===== config.mk =====
export PLATFORM = sky130hd
export DESIGN_NAME = full_linear_convolution_fir_unit_flat
export DESIGN_NICKNAME = d
export VERILOG_FILES = /design/src/sv/flcfir_pkg.sv /design/src/sv/flcfir_if.sv /design/src/sv/flcfir_mac.sv /design/src/sv/full_linear_convolution_fir_unit.sv /design/src/flat_wrapper.sv
export SDC_FILE = /design/constraint.sdc
export NUM_CORES = 2
export LEC_CHECK = 0
export BUFFER_PORTS_ARGS = -buffer_cell sky130_fd_sc_hd__buf_4
export CELL_PAD_IN_SITES_DETAIL_PLACEMENT = 1
export CELL_PAD_IN_SITES_GLOBAL_PLACEMENT = 1
export CORE_UTILIZATION = 25
export CTS_BUF_LIST = sky130_fd_sc_hd__clkbuf_16
export CTS_CLUSTER_DIAMETER = 60
export DETAILED_ROUTE_END_ITERATION = 8
export GPL_TIMING_DRIVEN = 0
export PLACE_DENSITY = 0.41
export SLEW_MARGIN = 20
export SYNTH_ARGS = -nofsm -noshare
export SYNTH_HDL_FRONTEND = slang
export SYNTH_SLANG_ARGS = --single-unit

===== constraint.sdc =====
create_clock -name clk -period 9.9 [get_ports clk]
set_clock_uncertainty 0.05 [all_clocks]
set_input_delay 1.98 -clock clk [delete_from_list [all_inputs] [get_ports clk]]
set_output_delay 1.98 -clock clk [all_outputs]
set_load 0.01 [all_outputs]

===== src/sv/flcfir_pkg.sv =====
// Types and constants shared by the convolution unit files.
package flcfir_pkg;

  localparam int VALUE_W          = 16;
  localparam int PROD_W           = 2 * VALUE_W;
  localparam int ACC_W            = 36;
  localparam int TAP_IDX_W        = 5;
  localparam int TAP_CNT_W        = 6;
  localparam int MAX_TAPS_DEFAULT = 32;

  localparam logic [TAP_CNT_W-1:0] TAP_COUNT_RESET = 6'd29;

  localparam logic KIND_SAMPLE = 1'b0;
  localparam logic KIND_COEF   = 1'b1;

  typedef struct packed {
    logic clear;   // zero the accumulator, drop any pending product
    logic step;    // take a new product this cycle
    logic tap_on;  // the product belongs to a tap in use
  } mac_ctrl_t;

endpackage


===== src/sv/flcfir_if.sv =====
// Valid/ready channel interfaces for the convolution unit.
interface flcfir_in_if;
  logic                                valid;
  logic                                ready;
  logic                                kind;
  logic [flcfir_pkg::TAP_IDX_W-1:0]    tap_index;
  logic signed [flcfir_pkg::VALUE_W-1:0] value;
  logic                                last_sample;

  modport source (output valid, output kind, output tap_index, output value,
                  output last_sample, input ready);
  modport sink   (input valid, input kind, input tap_index, input value,
                  input last_sample, output ready);
endinterface

interface flcfir_out_if;
  logic                                valid;
  logic                                ready;
  logic signed [flcfir_pkg::ACC_W-1:0] output_value;
  logic                                last_output;

  modport source (output valid, output output_value, output last_output,
                  input ready);
  modport sink   (input valid, input output_value, input last_output,
                  output ready);
endinterface


===== src/sv/flcfir_mac.sv =====
// Shared multiply-accumulate unit: registered product, then 36-bit sum.
module flcfir_mac (
  input  logic                                   clk,
  input  logic                                   rst,
  input  flcfir_pkg::mac_ctrl_t                  ctrl,
  input  logic signed [flcfir_pkg::VALUE_W-1:0]  coef,
  input  logic signed [flcfir_pkg::VALUE_W-1:0]  sample,
  output logic signed [flcfir_pkg::ACC_W-1:0]    acc
);

  logic signed [flcfir_pkg::PROD_W-1:0] prod;
  logic                                 prod_use;

  always_ff @(posedge clk) begin
    if (rst) begin
      prod_use <= 1'b0;
    end else if (ctrl.clear) begin
      prod_use <= 1'b0;
    end else begin
      prod_use <= ctrl.step && ctrl.tap_on;
    end
  end

  always_ff @(posedge clk) begin
    if (ctrl.clear) begin
      acc <= '0;
    end else if (prod_use) begin
      // wraps modulo 2^36
      acc <= acc + flcfir_pkg::ACC_W'(prod);
    end
    if (ctrl.step) begin
      prod <= coef * sample;
    end
  end

endmodule


===== src/sv/full_linear_convolution_fir_unit.sv =====
// Full linear convolution FIR: one shared multiply-accumulate over a rotating tap line.
//
// Channels: in_ch carries items; kind selects a coefficient write (tap_index,
// value) or a signal sample (value, last_sample). A coefficient write gives no
// result. out_ch carries Q5.30 results and last_output. cfg_we/cfg_wdata write
// tap_count; the user must write it only while the block is idle, which the
// block itself does not enforce. Timing: a sample is taken when in_ch.ready is
// high; ready then drops while the multiply-accumulate walks all MAX_TAPS
// positions of the delay line and coefficient store, one tap per cycle, then a
// drain state. The result is registered on out_ch once the output register is
// free, and ready returns in that same cycle unless tail results follow. A
// sample marked last is followed by tap_count-1 tail results (tap_count clamped
// to 1..MAX_TAPS), the last one marked; the delay line is then zeroed.
// Reset (synchronous, rst high) zeroes delay line and coefficients, sets
// tap_count to 29 and empties the output register.
// A stalled receiver holds the output register; the next result waits in
// the accumulator and the block does not advance until the beat is taken.
module full_linear_convolution_fir_unit #(
  parameter int MAX_TAPS = flcfir_pkg::MAX_TAPS_DEFAULT
) (
  input  logic                               clk,
  input  logic                               rst,
  input  logic                               cfg_we,
  input  logic [flcfir_pkg::TAP_CNT_W-1:0]   cfg_wdata,
  flcfir_in_if.sink                          in_ch,
  flcfir_out_if.source                       out_ch
);

  localparam int AW = $clog2(MAX_TAPS);
  localparam int CW = $clog2(MAX_TAPS + 1);

  typedef enum logic [1:0] {ST_IDLE, ST_MAC, ST_DRAIN, ST_EMIT} state_t;

  state_t                                state;
  logic [flcfir_pkg::TAP_CNT_W-1:0]      tap_count;
  logic [AW-1:0]                         cnt;
  logic [CW-1:0]                         n_taps;
  logic [CW-1:0]                         n_calc;
  logic [CW-1:0]                         tail_left;
  logic                                  is_last;
  logic                                  out_valid;
  logic signed [flcfir_pkg::ACC_W-1:0]   out_value;
  logic                                  out_last;

  logic signed [flcfir_pkg::VALUE_W-1:0] dly  [MAX_TAPS];
  logic signed [flcfir_pkg::VALUE_W-1:0] coef [MAX_TAPS];

  logic                                  in_acc;
  logic                                  sample_acc;
  logic                                  coef_acc;
  logic                                  emit_go;
  logic                                  tail_go;
  logic                                  done_blk;
  flcfir_pkg::mac_ctrl_t                 mac_ctrl;
  logic signed [flcfir_pkg::ACC_W-1:0]   acc;

  assign in_ch.ready         = (state == ST_IDLE);
  assign out_ch.valid        = out_valid;
  assign out_ch.output_value = out_value;
  assign out_ch.last_output  = out_last;

  assign in_acc     = in_ch.valid && in_ch.ready;
  assign sample_acc = in_acc && (in_ch.kind == flcfir_pkg::KIND_SAMPLE);
  assign coef_acc   = in_acc && (in_ch.kind == flcfir_pkg::KIND_COEF) &&
                      (32'(in_ch.tap_index) < MAX_TAPS);
  assign emit_go    = (state == ST_EMIT) && (!out_valid || out_ch.ready);
  assign tail_go    = emit_go && is_last && (tail_left != '0);
  assign done_blk   = emit_go && is_last && (tail_left == '0);

  // Clamp the tap count to 1..MAX_TAPS.
  always_comb begin
    if (tap_count == '0) begin
      n_calc = CW'(1);
    end else if (32'(tap_count) > MAX_TAPS) begin
      n_calc = CW'(MAX_TAPS);
    end else begin
      n_calc = CW'(tap_count);
    end
  end

  always_comb begin
    mac_ctrl.clear  = sample_acc || tail_go;
    mac_ctrl.step   = (state == ST_MAC);
    mac_ctrl.tap_on = (CW'(cnt) < n_taps);
  end

  always_ff @(posedge clk) begin
    if (rst) begin
      tap_count <= flcfir_pkg::TAP_COUNT_RESET;
    end else if (cfg_we) begin
      tap_count <= cfg_wdata;
    end
  end

  // Delay line: shift on a new sample or tail zero, rotate one place per MAC cycle.
  always_ff @(posedge clk) begin
    if (rst || done_blk) begin
      for (int k = 0; k < MAX_TAPS; k++) dly[k] <= '0;
    end else if (sample_acc || tail_go) begin
      for (int k = 1; k < MAX_TAPS; k++) dly[k] <= dly[k-1];
      dly[0] <= sample_acc ? in_ch.value : '0;
    end else if (state == ST_MAC) begin
      for (int k = 0; k < MAX_TAPS - 1; k++) dly[k] <= dly[k+1];
      dly[MAX_TAPS-1] <= dly[0];
    end
  end

  // Coefficients rotate in step with the delay line and come back aligned.
  always_ff @(posedge clk) begin
    if (rst) begin
      for (int k = 0; k < MAX_TAPS; k++) coef[k] <= '0;
    end else if (coef_acc) begin
      coef[AW'(in_ch.tap_index)] <= in_ch.value;
    end else if (state == ST_MAC) begin
      for (int k = 0; k < MAX_TAPS - 1; k++) coef[k] <= coef[k+1];
      coef[MAX_TAPS-1] <= coef[0];
    end
  end

  flcfir_mac u_mac (
    .clk    (clk),
    .rst    (rst),
    .ctrl   (mac_ctrl),
    .coef   (coef[0]),
    .sample (dly[0]),
    .acc    (acc)
  );

  always_ff @(posedge clk) begin
    if (rst) begin
      state     <= ST_IDLE;
      out_valid <= 1'b0;
      cnt       <= '0;
      is_last   <= 1'b0;
      tail_left <= '0;
    end else begin
      if (emit_go) begin
        out_valid <= 1'b1;
        out_value <= acc;
        out_last  <= is_last && (tail_left == '0);
      end else if (out_ch.ready) begin
        out_valid <= 1'b0;
      end
      unique case (state)
        ST_IDLE: begin
          if (sample_acc) begin
            n_taps    <= n_calc;
            is_last   <= in_ch.last_sample;
            tail_left <= n_calc - CW'(1);
            cnt       <= '0;
            state     <= ST_MAC;
          end
        end
        ST_MAC: begin
          cnt <= cnt + AW'(1);
          if (cnt == AW'(MAX_TAPS - 1)) begin
            state <= ST_DRAIN;
          end
        end
        ST_DRAIN: begin
          state <= ST_EMIT;
        end
        ST_EMIT: begin
          if (tail_go) begin
            tail_left <= tail_left - CW'(1);
            cnt       <= '0;
            state     <= ST_MAC;
          end else if (emit_go) begin
            state <= ST_IDLE;
          end
        end
        default: state <= ST_IDLE;
      endcase
    end
  end

endmodule


===== src/flat_wrapper.sv =====
// flat-port wrapper written by rule: the top's interface ports become plain ports
module full_linear_convolution_fir_unit_flat 
#(
  parameter int MAX_TAPS = flcfir_pkg::MAX_TAPS_DEFAULT
)
  (clk, rst, cfg_we, cfg_wdata, in_ch_valid, in_ch_kind, in_ch_tap_index, in_ch_value, in_ch_last_sample, in_ch_ready, out_ch_valid, out_ch_output_value, out_ch_last_output, out_ch_ready);
  flcfir_in_if in_ch_i ();
  flcfir_out_if out_ch_i ();
  input  logic clk;
  input  logic rst;
  input  logic cfg_we;
  input  logic [flcfir_pkg::TAP_CNT_W-1:0] cfg_wdata;
  input wire logic [$bits(in_ch_i.valid)-1:0] in_ch_valid;
  input wire logic [$bits(in_ch_i.kind)-1:0] in_ch_kind;
  input wire logic [$bits(in_ch_i.tap_index)-1:0] in_ch_tap_index;
  input wire logic [$bits(in_ch_i.value)-1:0] in_ch_value;
  input wire logic [$bits(in_ch_i.last_sample)-1:0] in_ch_last_sample;
  output wire logic [$bits(in_ch_i.ready)-1:0] in_ch_ready;
  output wire logic [$bits(out_ch_i.valid)-1:0] out_ch_valid;
  output wire logic [$bits(out_ch_i.output_value)-1:0] out_ch_output_value;
  output wire logic [$bits(out_ch_i.last_output)-1:0] out_ch_last_output;
  input wire logic [$bits(out_ch_i.ready)-1:0] out_ch_ready;
  assign in_ch_i.valid = in_ch_valid;
  assign in_ch_i.kind = in_ch_kind;
  assign in_ch_i.tap_index = in_ch_tap_index;
  assign in_ch_i.value = in_ch_value;
  assign in_ch_i.last_sample = in_ch_last_sample;
  assign in_ch_ready = in_ch_i.ready;
  assign out_ch_valid = out_ch_i.valid;
  assign out_ch_output_value = out_ch_i.output_value;
  assign out_ch_last_output = out_ch_i.last_output;
  assign out_ch_i.ready = out_ch_ready;
  full_linear_convolution_fir_unit #(.MAX_TAPS(MAX_TAPS)) u_core (.clk(clk), .rst(rst), .cfg_we(cfg_we), .cfg_wdata(cfg_wdata), .in_ch(in_ch_i), .out_ch(out_ch_i));
endmodule

# Word-level counts from Yosys, hierarchy flattened
# Memory sizes are Yosys's and may differ from the RTL's.
# Index checks and enable logic that the tools add are counted.
dict set report totals {
  inputBits 34
  out_inout_bits 39
  mem_bits_rw 1024
  n_memories 2
  wordCells 287
  ff_bits 133
}
# name words word_bits rd rd_ports_with_merged_regs wr line
set mem_list {}
lappend mem_list {u_core.coef 32 16 32 0 32 full_linear_convolution_fir_unit.sv:46} ;# logic signed [flcfir_pkg::VALUE_W-1:0] coef [MAX_TAPS];
lappend mem_list {u_core.dly 32 16 32 0 32 full_linear_convolution_fir_unit.sv:45} ;# logic signed [flcfir_pkg::VALUE_W-1:0] dly [MAX_TAPS];
dict set report op_classes {
  eq_ne 8
  add_sub_neg 4
  reduce_logical 28
  n_lt_le_gt_ge 2
  n_mul 1
  n_mux 132
  bitwise_logic 98
}
# cell count
set op_table {}
lappend op_table {{$mux W16} 98}
lappend op_table {{$or A1 B1 Y1} 96}
lappend op_table {{$add A36 B32 Y36} 1}
lappend op_table {{$mul A16 B16 Y32} 1}
lappend op_table {{$mux W6} 4}
lappend op_table {{$mux W1} 20}
lappend op_table {{$reduce_or A16 Y1} 1}
lappend op_table {{$mux W5} 3}
lappend op_table {{$pmux W5 S3} 1}
lappend op_table {{$logic_not A6 Y1} 2}
lappend op_table {{$pmux W6 S2} 1}
lappend op_table {{$reduce_and A3 Y1} 4}
lappend op_table {{$sub A6 B1 Y6 const B} 2}
lappend op_table {{$logic_and A1 B1 Y1} 9}
lappend op_table {{$mux W2} 4}
lappend op_table {{$pmux W2 S4} 1}
lappend op_table {{$gt A6 B6 Y1 const B} 1}
lappend op_table {{$lt A5 B6 Y1} 1}
lappend op_table {{$reduce_bool A6 Y1} 1}
lappend op_table {{$add A5 B1 Y5 const B} 1}
lappend op_table {{$eq A5 B5 Y1 const B} 1}
lappend op_table {{$eq A2 B2 Y1 const B} 2}
lappend op_table {{$ne A2 B1 Y1 const B} 2}
lappend op_table {{$reduce_and A2 Y1} 2}
lappend op_table {{other kinds (10)} 14}

# Logic depth before layout (Yosys ltp)
dict set report depth {
  ltp_word 11
  mapped_depth 26
  depth_no_buf 24
}

# By module
# Synthesis repeated with hierarchy kept, for this count alone.
dict set report hier_totals {
  cells_unflattened 5668
  area_unflattened_um2 60920.9
}
# mod cells_per_inst n_inst area_per_inst_um2 seq_area_each_um2
set by_module_without_submodules {}
lappend by_module_without_submodules {full_linear_convolution_fir_unit 4189 1 47162.7 32461.1}
lappend by_module_without_submodules {flcfir_mac 1479 1 13758.2 1701.6}

# Worst setup path after synthesis
# No wires, ideal clock.
dict set report synth_path {
  path_type {in2reg}
  startpoint {input port rst}
  endpoint {memory u_core.dly[0][0] in the netlist's numbering, enable pin}
  cell_stages 4
  n_path_buf 3
  path_slack_ps 698
  t_required_ps 9200
  t_arrival_ps 8502
  setup_ps 650
  path_cell_list {clkbuf_1 > clkbuf_1 > clkbuf_1 > or3_1}
}
# item line
set synth_lines {}
lappend synth_lines {{start: declaration} flat_wrapper.sv:10} ;# input logic rst;
lappend synth_lines {{end: declaration} full_linear_convolution_fir_unit.sv:45}

==> results.sh <==
export IMPL_crit_chain="clkbuf_1, clkbuf_1, nand2_1, inv_1, fa_1, fa_1, fa_1, fa_1, fa_1, inv_1, fa_1, inv_1, ha_1, buf_2, o21ai_1, nand2b_1, a21oi_1, o21ai_1, or3_1, a41o_1, a31o_1, a21oi_1, xnor2_1"
export IMPL_clock_power_share=0.200
export IMPL_post_synth_top_area_fraction=0.549
export IMPL_layout_drive_gt1_share=0.0609
export IMPL_worst_setup_hold_path_clk_slew_ns=0.06
export IMPL_htreeDepth=4
export IMPL_count_of_vias_placed_by_the_detailed_router=39953
export IMPL_critical_path_reg2reg_startpoint="u_core.dly[0][2]$_DFFE_PP_"
export IMPL_floorplan_die_area_um2=243000
export IMPL_ant_nets=0
export IMPL_design_core_area_um2=239000
export IMPL_crit_path_start_kind="flip-flop"
export IMPL_crit_path_max_fo=10
export IMPL_worstReg2RegEnd="u_core.u_mac.prod[30]$_DFFE_PP_"
export IMPL_power_density_nw_per_um2=393
export IMPL_drt_pre_antenna_iters=5
export IMPL_report_final_setup_viol=0
export IMPL_cts_setup_buffers=0
export IMPL_cts_buffers=152
export IMPL_final_count_of_hold_timing_violations=0
export IMPL_total_power_mw=27.5
export IMPL_whs_path_depth=0
export IMPL_layout_filler_cells=26235
export IMPL_crit_slowest_cell="sky130_fd_sc_hd__fa_1"
export IMPL_synth_seq_cells=1157
export IMPL_critical_path_startpoint="u_core.dly[0][2]$_DFFE_PP_"
export IMPL_setup_worst_path_class="flip-flop to flip-flop"
export IMPL_cts_resized_gates=0
export IMPL_worst_slew_pin_slew_ns=1.13
export IMPL_grt_pass1_vias=43358
export IMPL_mappedNetlistArea_um2=60200
export IMPL_grt_antenna_before_repair=10
export IMPL_cp_data_required_time_ns=10.45
export IMPL_avgRoutedWirePerCell_um=22.7
export IMPL_worst_path_largest_cell_delay_ns=0.96
export IMPL_die_width_um=493
export IMPL_final_worst_path_period_share=0.768
export IMPL_grt_first_pass_wirelength_um=294000
export IMPL_irDropWorstVdd_mv=0.526
export IMPL_initial_core_util=0.252
export IMPL_io_buffer_count=54
export IMPL_synth_seq_area_share=0.568
export IMPL_unrepaired_setup_endpoints_after_global_routing="no"
export IMPL_worst_setup_path_endpoint="u_core.u_mac.prod[30]$_DFFE_PP_"
export IMPL_netSwitchingFraction=0.412
export IMPL_vertical_die_dimension_um=493
export IMPL_drc=0
export IMPL_post_cts_hold_buffer_count=0
export IMPL_combinationalPowerShare=0.465
export IMPL_overflow_after_grt=0
export IMPL_clock_latency_ns=0.81
export IMPL_power_report_internal_total_mw=16.1
export IMPL_max_cap_violations=0
export IMPL_ioPinCount=73
export IMPL_power_switching_mw=11.3
export IMPL_clock_root_buffer="sky130_fd_sc_hd__clkbuf_16"
export IMPL_routabilityCongestion=0.771
export IMPL_layout_nets=5803
export IMPL_synth_area_leader_cell="sky130_fd_sc_hd__edfxtp_1"
export IMPL_slack_of_the_worst_reg_to_reg_path_ns=2.30
export IMPL_seqPwrFrac=0.335
export IMPL_detail_route_iter0_violations=2245
export IMPL_max_slew_margin=0.246
export IMPL_syn_avg_cell_area_um2=11.7
export IMPL_timing_critical_path_mode_cell="sky130_fd_sc_hd__fa_1"
export IMPL_grt_start_max_net_pins=54
export IMPL_worst_r2r_path_depth=23
export IMPL_p_leak_nw=25.9
export IMPL_cts_tree="done"
export IMPL_totalWireLength_um=197000
export IMPL_place_hpwl_um=147000
export IMPL_ys_dominant_reg_cell="sky130_fd_sc_hd__edfxtp_1"
export IMPL_row_count=179
export IMPL_post_route_worst_setup_slack_ns=2.30
export IMPL_yosys_cell_types_count=69
export IMPL_pre_cts_ws_ns=2.08
export IMPL_final_count_of_pins_violating_max_slew=0
export IMPL_netlist_instances=5154
export IMPL_synth_edff_count=1099
export IMPL_global_route_usage_total=0.162
export IMPL_clock_sinks=1157
export IMPL_setup_worst_path_end_class="flip-flop"
export IMPL_synth_top_cells_by_area="sky130_fd_sc_hd__edfxtp_1 (55%), sky130_fd_sc_hd__fa_1 (8.8%), sky130_fd_sc_hd__a22o_1 (7.5%), sky130_fd_sc_hd__nand2_1 (6.1%), sky130_fd_sc_hd__o21ai_0 (4.5%)"
export IMPL_ys_warn_count=0
export IMPL_cts_max_path_buffers=3
export IMPL_synth_fp_nets=5579
export IMPL_data_arrival_at_the_endpoint_of_the_critical_path_ns=8.15
export IMPL_route_detailed_vias_per_inst=4.60
export IMPL_outcome="completed"
export IMPL_area_growth_synth_to_final_pct=16.2
export IMPL_ys_async_sr_fraction=0
export IMPL_hp_class="flip-flop to flip-flop"
export IMPL_achievable_frequency_ghz=0.132
export IMPL_post_route_min_period_ns=7.60
[final cells by class]
type	count	area [um2]	area share
flip-flops and latches	1157	34200	0.489
multi-input cells	3296	23400	0.335
well taps	3167	3960	0.0567
clock buffers	156	3900	0.0559
plain buffers	398	1520	0.0217
inverters	303	1140	0.0163
clock inverters	125	1050	0.0150
repair buffers	70	741	0.0106
diodes	8	20.0	0.000287
[worst max-delay path: cells and delay by family (launching register included)]
kind	cells	cell delay, ns
AOI/OAI and AO/OA	6	0.97
xor gates and xnor gates	1	0.21
adders and majority gates	7	3.82
buffers and inverters	6	1.45
DFF	1	0.32
and+or+nand+nor	3	0.61
[worst min path at each step]
stage / startpoint / to / slack [ns]
after global routing: u_core.u_mac.acc[35]$_SDFFE_PP0P_ / u_core.out_ch.output_value[35]$_DFFE_PP_ / 0.43
after detailed placement: u_core.u_mac.acc[35]$_SDFFE_PP0P_ / u_core.out_ch.output_value[35]$_DFFE_PP_ / 0.39
final: u_core.u_mac.acc[35]$_SDFFE_PP0P_ / u_core.out_ch.output_value[35]$_DFFE_PP_ / 0.41
after CTS: u_core.u_mac.acc[35]$_SDFFE_PP0P_ / u_core.out_ch.output_value[35]$_DFFE_PP_ / 0.41
after global placement: u_core.u_mac.acc[35]$_SDFFE_PP0P_ / u_core.out_ch.output_value[35]$_DFFE_PP_ / 0.40
after floorplan: u_core.u_mac.acc[30]$_SDFFE_PP0P_ / u_core.out_ch.output_value[30]$_DFFE_PP_ / 0.38
[metal layers]
| metal | global-route usage | share of wire |
|---|---|---|
| met1 | 0.222 | 0.48 |
| met2 | 0.269 | 0.48 |
| met3 | 0.0199 | 0.028 |
| met4 | 0.0407 | 0.019 |
| met5 | 0 | 0.00019 |
[synth_stat cells, types with 3 or more instances]
cell and instances:
sky130_fd_sc_hd__a22o_1 513, sky130_fd_sc_hd__fa_1 263, sky130_fd_sc_hd__mux2i_1 29, sky130_fd_sc_hd__nand3b_1 5
sky130_fd_sc_hd__a21oi_1 69, sky130_fd_sc_hd__a21o_1 35, sky130_fd_sc_hd__clkbuf_2 5, sky130_fd_sc_hd__o21ai_0 537
sky130_fd_sc_hd__edfxtp_1 1099, sky130_fd_sc_hd__nor2_1 121, sky130_fd_sc_hd__xnor2_1 43, sky130_fd_sc_hd__a211oi_1 7
sky130_fd_sc_hd__o21ai_2 4, sky130_fd_sc_hd__inv_1 302, sky130_fd_sc_hd__o21ai_1 10, sky130_fd_sc_hd__o21bai_1 6
sky130_fd_sc_hd__o21a_1 8, sky130_fd_sc_hd__buf_1 10, sky130_fd_sc_hd__nand2_1 970, sky130_fd_sc_hd__o22ai_1 5
sky130_fd_sc_hd__xor2_1 23, sky130_fd_sc_hd__nand2b_1 239, sky130_fd_sc_hd__nor2b_1 16, sky130_fd_sc_hd__a31oi_1 5
sky130_fd_sc_hd__clkbuf_1 379, sky130_fd_sc_hd__a21oi_2 5, sky130_fd_sc_hd__nand3_1 16, sky130_fd_sc_hd__nand4_1 5
sky130_fd_sc_hd__and2_1 125, sky130_fd_sc_hd__nor3_1 7, sky130_fd_sc_hd__o31a_1 3, sky130_fd_sc_hd__or3_1 43
sky130_fd_sc_hd__a211o_1 6, sky130_fd_sc_hd__ha_1 128, sky130_fd_sc_hd__and3_1 10, sky130_fd_sc_hd__dfxtp_1 58
[cell families after synthesis]
logic type               count (synthesis)  share of synthesized area
buffers and inverters                  701                     0.0440
AND/OR/NAND/NOR                       1572                      0.118
flip-flops                            1157                      0.568
multiplexers                            29                    0.00483
adder cells (fa/ha/maj)                391                      0.114
AO/OA/AOI/OAI                         1238                      0.141
XOR/XNOR                                66                    0.00961
[sequential cells by signal (all words and copies together) (netlist names)]
| register | cells |
|---|---|
| u_core.cnt | 5 |
| u_core.out_ch.valid | 1 |
| u_core.is_last | 1 |
| u_core.tail_left | 6 |
| u_core.coef | 512 |
| u_core.dly | 512 |
| u_core.n_taps | 6 |
| u_core.out_ch.last_output | 1 |
| u_core.out_ch.output_value | 36 |
| u_core.u_mac.acc | 36 |
| u_core.state | 2 |
| u_core.tap_count | 6 |
| u_core.u_mac.prod_use | 1 |
| u_core.u_mac.prod | 32 |
[power groups by stage]
stage                     combinational, mW  clock [mW]  sequential, mW
after global routing                   14.6        5.82            9.38
after floorplan                        9.07           0            8.62
after detailed placement               13.1           0            9.31
after global placement                 12.9           0            9.51
final                                  12.8        5.49            9.19
after CTS                              13.1        5.67            9.24
[stage by stage]
stage           TNS, ns  utilization  cell area, um2  hold slack, ns  instances
2_1_floorplan         0            -           60200           0.376       5154
3_3_place_gp   -1763.36        0.270           64500           0.396       8375
3_5_place_dp          0        0.272           64900           0.394       8391
4_1_cts               0        0.293           69900           0.410       8672
5_1_grt               0        0.293           69900           0.430       8675
6_report              0        0.293           69900           0.407       8680
[layout by cell type, fill, tap and decap left out, types with 6 or more instances in the layout]
cell type                    Yosys  final
sky130_fd_sc_hd__bufinv_16       0     12
sky130_fd_sc_hd__clkinvlp_4      0      8
sky130_fd_sc_hd__clkinv_2        0     23
sky130_fd_sc_hd__o21ai_1        10     10
sky130_fd_sc_hd__inv_1         302    329
sky130_fd_sc_hd__clkbuf_16       0    156
sky130_fd_sc_hd__nor2_1        121    120
sky130_fd_sc_hd__nand3_1        16     16
sky130_fd_sc_hd__xor2_1         23     23
sky130_fd_sc_hd__nand2_1       970    970
sky130_fd_sc_hd__a21o_1         35     35
sky130_fd_sc_hd__fa_1          263    263
sky130_fd_sc_hd__ha_1          128    127
sky130_fd_sc_hd__clkinv_1        1     36
sky130_fd_sc_hd__xnor2_1        43     43
sky130_fd_sc_hd__a211o_1         6      6
sky130_fd_sc_hd__diode_2         0      8
sky130_fd_sc_hd__dfxtp_1        58     58
sky130_fd_sc_hd__buf_12          0      7
sky130_fd_sc_hd__o21a_1          8      8
sky130_fd_sc_hd__nand2b_1      239    239
sky130_fd_sc_hd__a21oi_1        69     69
sky130_fd_sc_hd__a211oi_1        7      7
sky130_fd_sc_hd__buf_16          0      6
sky130_fd_sc_hd__a22o_1        513    513
sky130_fd_sc_hd__clkbuf_1      379    372
sky130_fd_sc_hd__or3_1          43     41
sky130_fd_sc_hd__and2_1        125    125
sky130_fd_sc_hd__buf_4           2     57
sky130_fd_sc_hd__mux2i_1        29     29
sky130_fd_sc_hd__nor3_1          7      6
sky130_fd_sc_hd__buf_1          10     10
sky130_fd_sc_hd__o21ai_0       537    537
sky130_fd_sc_hd__nor2b_1        16     16
sky130_fd_sc_hd__edfxtp_1     1099   1099
sky130_fd_sc_hd__o21bai_1        6      6
sky130_fd_sc_hd__and3_1         10     10
sky130_fd_sc_hd__clkbuf_2        5     12
No activity file was read; power rests on OpenSTA's default activity.
